--- src/epoch_to_utc_calendar_core_defines.svh ---
`ifndef EPOCH_TO_UTC_CALENDAR_CORE_DEFINES_SVH
`define EPOCH_TO_UTC_CALENDAR_CORE_DEFINES_SVH

// implication check, sampled on the rising clock edge, off during reset
`define ECAL_ASSERT_IMP(lbl, ante, cons, msg) \
   lbl: assert property (@(posedge clock) disable iff (reset) (ante) |-> (cons)) \
      else $error(msg);

// condition that must never be seen outside reset
`define ECAL_ASSERT_NEVER(lbl, cond, msg) \
   lbl: assert property (@(posedge clock) disable iff (reset) !(cond)) \
      else $error(msg);

`endif

--- src/ecal_pkg.sv ---
package ecal_pkg;

   localparam int EpochW  = 32;
   localparam int YearW   = 12;
   localparam int MonthW  = 4;
   localparam int DayW    = 5;
   localparam int HourW   = 5;
   localparam int MinuteW = 6;
   localparam int SecondW = 6;

   localparam int DaysW = 16;
   localparam int SodW  = 17;
   localparam int DoeW  = 18;
   localparam int YoeW  = 9;
   localparam int DoyW  = 9;
   localparam int MpW   = 4;

   // input register, six work stages, result register
   localparam int PipeDepth = 8;

   // t / 86400 = (t >> 7) / 675
   localparam int DayShift = 35;
   localparam logic [25:0] DayRecip = 26'(((64'd1 << DayShift) + 64'd674) / 64'd675);
   localparam logic [9:0]  DayOdd   = 10'd675;

   localparam logic [19:0] CivilShift = 20'd719468;
   localparam logic [19:0] EraBase5   = 20'd730485;
   localparam logic [19:0] EraBase4   = 20'd584388;

   // doe / 1460 = (doe >> 2) / 365
   localparam int QuadShift = 25;
   localparam logic [16:0] QuadRecip = 17'(((64'd1 << QuadShift) + 64'd364) / 64'd365);

   localparam logic [DoeW-1:0] Cent1 = 18'd36524;
   localparam logic [DoeW-1:0] Cent2 = 18'd73048;
   localparam logic [DoeW-1:0] Cent3 = 18'd109572;
   localparam logic [DoeW-1:0] Cent4 = 18'd146096;

   localparam int YearShift = 27;
   localparam logic [18:0] YearRecip = 19'(((64'd1 << YearShift) + 64'd364) / 64'd365);
   localparam logic [8:0]  YearDays  = 9'd365;

   localparam int MonthShift = 19;
   localparam logic [11:0] MonthRecip = 12'(((64'd1 << MonthShift) + 64'd152) / 64'd153);

   // sod / 3600 = (sod >> 4) / 225
   localparam int HourShift = 21;
   localparam logic [13:0] HourRecip = 14'(((64'd1 << HourShift) + 64'd224) / 64'd225);
   localparam logic [11:0] HourSecs  = 12'd3600;

   // remh / 60 = (remh >> 2) / 15
   localparam int MinuteShift = 14;
   localparam logic [10:0] MinuteRecip = 11'(((64'd1 << MinuteShift) + 64'd14) / 64'd15);
   localparam logic [5:0]  MinuteSecs  = 6'd60;

   localparam logic [YearW-1:0] EraYear4 = 12'd1600;
   localparam logic [YearW-1:0] EraYear5 = 12'd2000;

   typedef struct packed {
      logic [YearW-1:0]  year;
      logic [MonthW-1:0] month;
      logic [DayW-1:0]   day;
   } date_type;

   typedef struct packed {
      logic [HourW-1:0]   hour;
      logic [MinuteW-1:0] minute;
      logic [SecondW-1:0] second;
   } clock_type;

   // first day of each March-based month within the year
   function automatic logic [DoyW-1:0] month_offset(input logic [MpW-1:0] mp);
      logic [DoyW-1:0] off;
      case (mp)
         4'd0:  off = 9'd0;
         4'd1:  off = 9'd31;
         4'd2:  off = 9'd61;
         4'd3:  off = 9'd92;
         4'd4:  off = 9'd122;
         4'd5:  off = 9'd153;
         4'd6:  off = 9'd184;
         4'd7:  off = 9'd214;
         4'd8:  off = 9'd245;
         4'd9:  off = 9'd275;
         4'd10: off = 9'd306;
         4'd11: off = 9'd337;
         default: off = 9'd0;
      endcase
      return off;
   endfunction

endpackage

--- src/ecal_date_path.sv ---
module ecal_date_path
   import ecal_pkg::*;
(
   input  logic            clock,
   input  logic [DoeW-1:0] doe,
   input  logic            era5,
   output date_type        date_out
);

   // stage 3: century-corrected day count
   logic [15:0]     quad;
   logic [32:0]     quad_prod;
   logic [7:0]      quads;
   logic [2:0]      cents;
   logic            last_day;
   logic [DoeW-1:0] num_in;
   logic [DoeW-1:0] num_ff;
   logic [DoeW-1:0] doe3_ff;
   logic            era3_ff;

   assign quad      = doe[DoeW-1:2];
   assign quad_prod = quad * QuadRecip;
   assign quads     = quad_prod[32:QuadShift];
   assign cents     = 3'(doe >= Cent1) + 3'(doe >= Cent2) + 3'(doe >= Cent3)
                    + 3'(doe >= Cent4);
   assign last_day  = (doe >= Cent4);
   assign num_in    = doe - DoeW'(quads) + DoeW'(cents) - DoeW'(last_day);

   always_ff @(posedge clock) begin
      num_ff  <= num_in;
      doe3_ff <= doe;
      era3_ff <= era5;
   end

   // stage 4: year of era
   logic [36:0]     yoe_prod;
   logic [YoeW-1:0] yoe_in;
   logic [YoeW-1:0] yoe4_ff;
   logic [DoeW-1:0] doe4_ff;
   logic            era4_ff;

   assign yoe_prod = num_ff * YearRecip;
   assign yoe_in   = yoe_prod[YearShift+YoeW-1:YearShift];

   always_ff @(posedge clock) begin
      yoe4_ff <= yoe_in;
      doe4_ff <= doe3_ff;
      era4_ff <= era3_ff;
   end

   // stage 5: day of March-based year
   logic [1:0]      yoe_cents;
   logic [DoeW-1:0] year_start;
   logic [DoyW-1:0] doy_in;
   logic [DoyW-1:0] doy5_ff;
   logic [YoeW-1:0] yoe5_ff;
   logic            era5_ff;

   assign yoe_cents  = 2'(yoe4_ff >= 9'd100) + 2'(yoe4_ff >= 9'd200)
                     + 2'(yoe4_ff >= 9'd300);
   assign year_start = DoeW'(yoe4_ff * YearDays) + DoeW'(yoe4_ff[YoeW-1:2])
                     - DoeW'(yoe_cents);
   assign doy_in     = DoyW'(doe4_ff - year_start);

   always_ff @(posedge clock) begin
      doy5_ff <= doy_in;
      yoe5_ff <= yoe4_ff;
      era5_ff <= era4_ff;
   end

   // stage 6: March-based month
   logic [10:0]    mnum;
   logic [22:0]    mp_prod;
   logic [MpW-1:0] mp_in;
   logic [MpW-1:0] mp6_ff;
   logic [DoyW-1:0] doy6_ff;
   logic [YoeW-1:0] yoe6_ff;
   logic            era6_ff;

   assign mnum    = 11'(doy5_ff * 3'd5) + 11'd2;
   assign mp_prod = mnum * MonthRecip;
   assign mp_in   = mp_prod[MonthShift+MpW-1:MonthShift];

   always_ff @(posedge clock) begin
      mp6_ff  <= mp_in;
      doy6_ff <= doy5_ff;
      yoe6_ff <= yoe5_ff;
      era6_ff <= era5_ff;
   end

   // result register
   logic            jan_feb;
   date_type        date_in;
   date_type        date_ff;

   assign jan_feb       = (mp6_ff >= 4'd10);
   assign date_in.day   = DayW'(doy6_ff - month_offset(mp6_ff) + 9'd1);
   assign date_in.month = jan_feb ? (mp6_ff - 4'd9) : (mp6_ff + 4'd3);
   assign date_in.year  = YearW'(yoe6_ff) + (era6_ff ? EraYear5 : EraYear4)
                        + YearW'(jan_feb);

   always_ff @(posedge clock) begin
      date_ff <= date_in;
   end

   assign date_out = date_ff;

endmodule

--- src/ecal_time_path.sv ---
module ecal_time_path
   import ecal_pkg::*;
(
   input  logic            clock,
   input  logic [SodW-1:0] sod,
   output clock_type       time_out
);

   // stage 3: hour
   logic [26:0]        hour_prod;
   logic [HourW-1:0]   hour_in;
   logic [HourW-1:0]   hour3_ff;
   logic [SodW-1:0]    sod3_ff;

   assign hour_prod = sod[SodW-1:4] * HourRecip;
   assign hour_in   = hour_prod[HourShift+HourW-1:HourShift];

   always_ff @(posedge clock) begin
      hour3_ff <= hour_in;
      sod3_ff  <= sod;
   end

   // stage 4: seconds within the hour
   logic [11:0]        remh_in;
   logic [11:0]        remh4_ff;
   logic [HourW-1:0]   hour4_ff;

   assign remh_in = 12'(sod3_ff - SodW'(hour3_ff * HourSecs));

   always_ff @(posedge clock) begin
      remh4_ff <= remh_in;
      hour4_ff <= hour3_ff;
   end

   // stage 5: minute
   logic [20:0]        min_prod;
   logic [MinuteW-1:0] minute_in;
   logic [MinuteW-1:0] minute5_ff;
   logic [11:0]        remh5_ff;
   logic [HourW-1:0]   hour5_ff;

   assign min_prod  = remh4_ff[11:2] * MinuteRecip;
   assign minute_in = min_prod[MinuteShift+MinuteW-1:MinuteShift];

   always_ff @(posedge clock) begin
      minute5_ff <= minute_in;
      remh5_ff   <= remh4_ff;
      hour5_ff   <= hour4_ff;
   end

   // stage 6: second
   logic [SecondW-1:0] second_in;
   clock_type          time6_ff;
   clock_type          time_ff;

   assign second_in = SecondW'(remh5_ff - 12'(minute5_ff * MinuteSecs));

   always_ff @(posedge clock) begin
      time6_ff.hour   <= hour5_ff;
      time6_ff.minute <= minute5_ff;
      time6_ff.second <= second_in;
   end

   // result register
   always_ff @(posedge clock) begin
      time_ff <= time6_ff;
   end

   assign time_out = time_ff;

endmodule

--- src/epoch_to_utc_calendar_core.sv ---
// channel   direction  handshake              item
// request   in         start (busy always 0)  req_epoch_seconds
// response  out        rsp_strobe, 1 cycle    rsp_year_out .. rsp_second_out
//
// Fully pipelined: one item per cycle, every cycle.
// Eight registers deep: input register, six stages and the result register;
// the strobe is aligned with the output of the result register.
// Synchronous reset clears the valid pipeline only; items in flight are dropped.
// The receiver cannot stall; busy stays low.

`include "epoch_to_utc_calendar_core_defines.svh"

module epoch_to_utc_calendar_core
   import ecal_pkg::*;
(
   input  logic               clock,
   input  logic               reset,
   input  logic               start,
   output logic               busy,
   input  logic [EpochW-1:0]  req_epoch_seconds,
   output logic               rsp_strobe,
   output logic [YearW-1:0]   rsp_year_out,
   output logic [MonthW-1:0]  rsp_month_out,
   output logic [DayW-1:0]    rsp_day_out,
   output logic [HourW-1:0]   rsp_hour_out,
   output logic [MinuteW-1:0] rsp_minute_out,
   output logic [SecondW-1:0] rsp_second_out
);

   logic [PipeDepth-1:0] valid_ff;
   logic [PipeDepth-1:0] valid_in;

   assign busy     = 1'b0;
   assign valid_in = {valid_ff[PipeDepth-2:0], start};

   always_ff @(posedge clock) begin
      if (reset) begin
         valid_ff <= '0;
      end else begin
         valid_ff <= valid_in;
      end
   end

   // input register
   logic [EpochW-1:0] t0_ff;

   always_ff @(posedge clock) begin
      t0_ff <= req_epoch_seconds;
   end

   // stage 1: day count
   logic [24:0]       t0_hi;
   logic [50:0]       day_prod;
   logic [DaysW-1:0]  days_in;
   logic [DaysW-1:0]  days_ff;
   logic [EpochW-1:0] t1_ff;

   assign t0_hi    = t0_ff[EpochW-1:7];
   assign day_prod = t0_hi * DayRecip;
   assign days_in  = day_prod[DayShift+DaysW-1:DayShift];

   always_ff @(posedge clock) begin
      days_ff <= days_in;
      t1_ff   <= t0_ff;
   end

   // stage 2: second of day, era and day of era
   logic [9:0]       day_rem;
   logic [SodW-1:0]  sod_in;
   logic [19:0]      z;
   logic             era5_in;
   logic [DoeW-1:0]  doe_in;
   logic [SodW-1:0]  sod_ff;
   logic [DoeW-1:0]  doe_ff;
   logic             era5_ff;

   assign day_rem = 10'(t1_ff[EpochW-1:7] - 25'(days_ff * DayOdd));
   assign sod_in  = {day_rem, t1_ff[6:0]};
   assign z       = 20'(days_ff) + CivilShift;
   assign era5_in = (z >= EraBase5);
   assign doe_in  = DoeW'(z - (era5_in ? EraBase5 : EraBase4));

   always_ff @(posedge clock) begin
      sod_ff  <= sod_in;
      doe_ff  <= doe_in;
      era5_ff <= era5_in;
   end

   date_type  date_res;
   clock_type time_res;

   ecal_date_path u_date (
      .clock    (clock),
      .doe      (doe_ff),
      .era5     (era5_ff),
      .date_out (date_res)
   );

   ecal_time_path u_time (
      .clock    (clock),
      .sod      (sod_ff),
      .time_out (time_res)
   );

   assign rsp_strobe     = valid_ff[PipeDepth-1];
   assign rsp_year_out   = date_res.year;
   assign rsp_month_out  = date_res.month;
   assign rsp_day_out    = date_res.day;
   assign rsp_hour_out   = time_res.hour;
   assign rsp_minute_out = time_res.minute;
   assign rsp_second_out = time_res.second;

   logic year_ok;
   logic fields_ok;
   logic short_month;
   logic feb_late;

   assign year_ok     = (rsp_year_out >= 12'd1970) && (rsp_year_out <= 12'd2106);
   assign fields_ok   = (rsp_month_out >= 4'd1) && (rsp_month_out <= 4'd12)
                      && (rsp_day_out >= 5'd1) && (rsp_hour_out <= 5'd23)
                      && (rsp_minute_out <= 6'd59) && (rsp_second_out <= 6'd59);
   assign short_month = (rsp_day_out == 5'd31)
                      && ((rsp_month_out == 4'd4) || (rsp_month_out == 4'd6)
                      || (rsp_month_out == 4'd9) || (rsp_month_out == 4'd11));
   assign feb_late    = (rsp_month_out == 4'd2) && (rsp_day_out > 5'd29);

   `ECAL_ASSERT_IMP(a_strobe_start, rsp_strobe, $past(start, PipeDepth), "strobe without start")
   `ECAL_ASSERT_IMP(a_year_range, rsp_strobe, year_ok, "year out of range")
   `ECAL_ASSERT_IMP(a_fields_range, rsp_strobe, fields_ok, "field out of range")
   `ECAL_ASSERT_NEVER(a_short_month, rsp_strobe && short_month, "day 31 in a 30-day month")
   `ECAL_ASSERT_NEVER(a_february, rsp_strobe && feb_late, "February past day 29")

endmodule
--- config.mk ---
export PLATFORM = sky130hd
export DESIGN_NAME = epoch_to_utc_calendar_core
export DESIGN_NICKNAME = d
export VERILOG_FILES = /design/src/ecal_pkg.sv /design/src/ecal_date_path.sv /design/src/ecal_time_path.sv /design/src/epoch_to_utc_calendar_core.sv
export VERILOG_INCLUDE_DIRS = /design/src /design/src/src
export SDC_FILE = /design/constraint.sdc
export NUM_CORES = 2
export LEC_CHECK = 0
export CORE_UTILIZATION = 36
export CTS_BUF_LIST = sky130_fd_sc_hd__clkbuf_8
export CTS_CLUSTER_DIAMETER = 120
export DETAILED_ROUTE_END_ITERATION = 6
export DONT_BUFFER_PORTS = 1
export HOLD_SLACK_MARGIN = 0.05
export PLACE_DENSITY = 0.6
export SLEW_MARGIN = 5
export SYNTH_ARGS = -nofsm -noshare
export SYNTH_HDL_FRONTEND = slang
export SYNTH_SLANG_ARGS = --single-unit
--- constraint.sdc ---
create_clock -name clock -period 11.9 [get_ports clock]
set_input_delay 1.19 -clock clock [delete_from_list [all_inputs] [get_ports clock]]
set_output_delay 1.19 -clock clock [all_outputs]
set_load 0.01 [all_outputs]
==> impl_results.md <==
- Run status: finished clean
- Count of cell types in the netlist: 70
- Post-Syn Nets: about 4900
- R2R cell count: 30
- Synth Area in Simple Gates: ~3.4%
- Global-route wire length before repair: roughly 120000 um
- Mapped Avg Cell Area: roughly 11 sq um
- Largest net degree at the start of global routing: 18
- Seq/Total Area, Yosys: around 17%
- # rows: roughly 120
- Largest cells by area after synthesis: ha_1, fa_1, dfxtp_1
- Cell Area, Synth: 36550 sq um
- Post-DR vias/cell: around 4.5
- Worst slew pin tran: roughly 0.85 ns
- Die area: just over 100000 sq um
- CTS tree: built
- Total grt overflow: 0
- Max Slew Vio Count: 0
- GPL Wtd Cong: just under 0.9
- Post-synthesis mux area share: less than 1%
- Core ar.: approximately 100000 sq um
- Largest family of logic cells by synthesized area: adder cells
- Cells after synthesis: roughly 3400
- Maxcap violations: 0
- WP data required: about 12 ns
- Count of input and output buffers: 0
- Layout cells sized above 1: under 10%
- Post-DRT Antenna Nets: 0
- Peak Freq: ~0.11 GHz
- Crit-path max FO: 11
- Ys async rst share: 0%
- WP data arrival: about 9.6 ns
- Via count of the first global-routing pass: about 24000
- CTS Buf Count: 57
- Period utilization: 76.18%
- Most frequent CP cell: fa_1
- Number of flops mapped to enable cells by yosys: 0
- Post-synth top area share: between 30 and 40%
- Die width: 320.6 um
- Post-route DRC: 0
- WL final: 69900 um
- I/O pin count: 75
- P&R area growth vs syn: 8.496%
- Pre-CTS WS: ~2.9 ns
- Worst reg2reg path startpoint: doe_ff[10]
- Synth Flop Type: dfxtp_1
- Initial Utilization: between 30 and 40%
- Sink Count: between 300 and 400
- Setup slack, reg-to-reg: 2.84 ns
- Dpl hpwl: 59070 um
- Initial DRC count: approximately 800
- Warnings, synthesis: 0
- Xor/xnor cell area share of the yosys netlist: under 10%
- Setup-failing EPs final: 0
- Worst setup SP type: flop
- Slew HR: 42.94%
- Setup crit end kind: flop
- DR pass1 iterations: 5
- Post-cts sizing count: 0
- Post-synthesis compound-gate area fraction: approximately 6.6%
- Initial antenna violation count: 3
- Clock skew: 0.03007 ns
- H-tree levels: 2
- Final Net Count: ~5000
- Worst hold path type: reg2reg
- Fin crit period: 9.065 ns
- Adder-Cell Fraction of Synth Area: 60.14%
- Final WS setup: roughly 2.8 ns
- Crit path largest cell delay: 0.81 ns
- Critical Path Sink: u_date.num_ff[16]
- Post-CTS setup buffers: 0
- WL per Instance: about 14 um
- GRT Total Usage: 14.46%
- Vert. Die Dim: about 320 um
- Cts hold-fix bufs: 0
- Via count: between 20000 and 25000
- Final Hold Fails: 0
- Setup TNS: 0 ns
- Area leader, netlist: ha_1
- Clock buffer depth: 3
- Critical path origin: doe_ff[10]
- Worst-path cell with the longest stage delay: dfxtp_1
- Reg-to-Reg End: u_date.num_ff[16]
- #FFs+latches synth: a little over 300
- Unrepaired setup endpoints after global routing: no
- WS Path Type: reg2reg
- Clk slew on worst S/H paths: ~0.060 ns
- Clock root cell: clkbuf_8
- Clk Latency, worst-skew pair: between 0.6 and 0.7 ns
## logic make-up (layout without fill, tap and decap cells)
kind of cell	after synthesis	count (layout)
XOR/XNOR	167	167
AND/OR/NAND/NOR	251	251
buffers and inverters	885	997
adder cells (fa/ha/maj)	1460	1460
flip-flops	305	305
other	1	2
AO/OA/AOI/OAI	360	360
multiplexers	1	1
## sequential cells by signal, summed over array words and instances, names as in the netlist, 6 cells and up, named ones only
register,count
u_date.doe4_ff,9
u_date.doy5_ff,9
u_date.doe3_ff,9
doe_ff,18
u_date.yoe4_ff,9
u_time.remh5_ff,6
u_time.time_out,17
u_time.minute5_ff,6
u_time.time6_ff,17
sod_ff,17
u_date.num_ff,18
t1_ff,17
u_time.remh4_ff,12
u_date.date_out,21
u_date.yoe6_ff,9
u_time.sod3_ff,12
valid_ff,8
days_ff,16
u_date.yoe5_ff,9
t0_ff,32
## per-layer routing
metal | track usage, % | up-vias | part of all wire (%)
met5 | 0 | - | 0.031
met4 | 3.743 | 4 | 2.1
met3 | 2.324 | 90 | 3.9
met2 | 24.43 | 273 | 47
met1 | 19.10 | 10630 | 47
li1 | - | 11050 | -
## through the flow
| stage | instance area (sq um) | hold slack [ns] | std cells | util (%) |
|---|---|---|---|---|
| global route | 39660 | 0.3258 | 4900 | 39.54 |
| finish | 39660 | 0.3196 | 4900 | 39.54 |
| floorplan | 36550 | 0.3096 | 3430 | - |
| CTS | 39660 | 0.3195 | 4899 | 39.54 |
| global placement | 38280 | 0.3100 | 4791 | 38.17 |
| detailed placement | 38280 | 0.3121 | 4791 | 38.17 |
## area by class of cell
class,instances,area [sq um]
fillers,9824,60630
multi-input cells,2240,27120
flip-flops and latches,305,6106
inverters,884,3318
well taps,1357,1698
clock buffers,66,908.4
clock inverters,42,466.7
repair buffers,5,37.54
diodes,1,2.502
## layout by cell type (no fill, tap or decap), drive strengths merged, types with 15 or more instances in the layout
cell    count
inv       893
fa        495
nand2b     15
o21bai     18
nor2       58
xor2       48
dfxtp     305
clkbuf     66
nor2b      30
nor3       16
clkinv     19
a21o       64
o21a       17
nand3      25
nand2      54
o21ai      57
xnor2     119
ha        965
nand4      15
a21oi     116
## synthesized netlist by cell type, drive strengths merged, types with 3 or more instances
master / count
o31ai: 5
a311oi: 3
a31oi: 14
nor2b: 30
nand3: 25
ha: 965
a221o: 3
o211ai: 5
xor2: 48
a211o: 6
inv: 884
and3: 10
a21o: 64
nand2b: 15
o211a: 3
xnor2: 119
o21bai: 18
a31o: 4
or2: 9
nand4: 15
and2: 3
nor2: 58
fa: 495
o2111ai: 3
o21ai: 57
a41o: 4
a211oi: 13
o221ai: 4
a21oi: 116
dfxtp: 305
nor4: 4
o21a: 17
nor3: 16
or3: 3
a21boi: 4
nand2: 54
## worst max-delay path, delay by kind of cell, from the launching register on
family                   cells  cell delay [ns]
buffers and inverters        3             0.14
AND/OR/NAND/NOR              1             0.18
flip-flops                   1             0.81
AO/OA/AOI/OAI               14             2.83
XOR/XNOR                     1             0.14
adder cells (fa/ha/maj)     11             4.86
## how the worst min path moves through the flow
stage	depth (start not counted)	start	end	slack, ns
after floorplan	0	t1_ff[0]	sod_ff[0]	0.31
after global placement	0	u_date.doe3_ff[1]	u_date.doe4_ff[1]	0.31
after detailed placement	0	u_date.doe3_ff[1]	u_date.doe4_ff[1]	0.31
after CTS	0	u_date.doe3_ff[8]	u_date.doe4_ff[8]	0.32
after global routing	0	u_time.remh4_ff[0]	u_time.remh5_ff[0]	0.33
final	0	u_time.hour5_ff[0]	u_time.time6_ff[12]	0.32
Power is left out: the tool's default activity adds up to more than one toggle a clock period on the data nets, which glitch-free logic cannot reach.
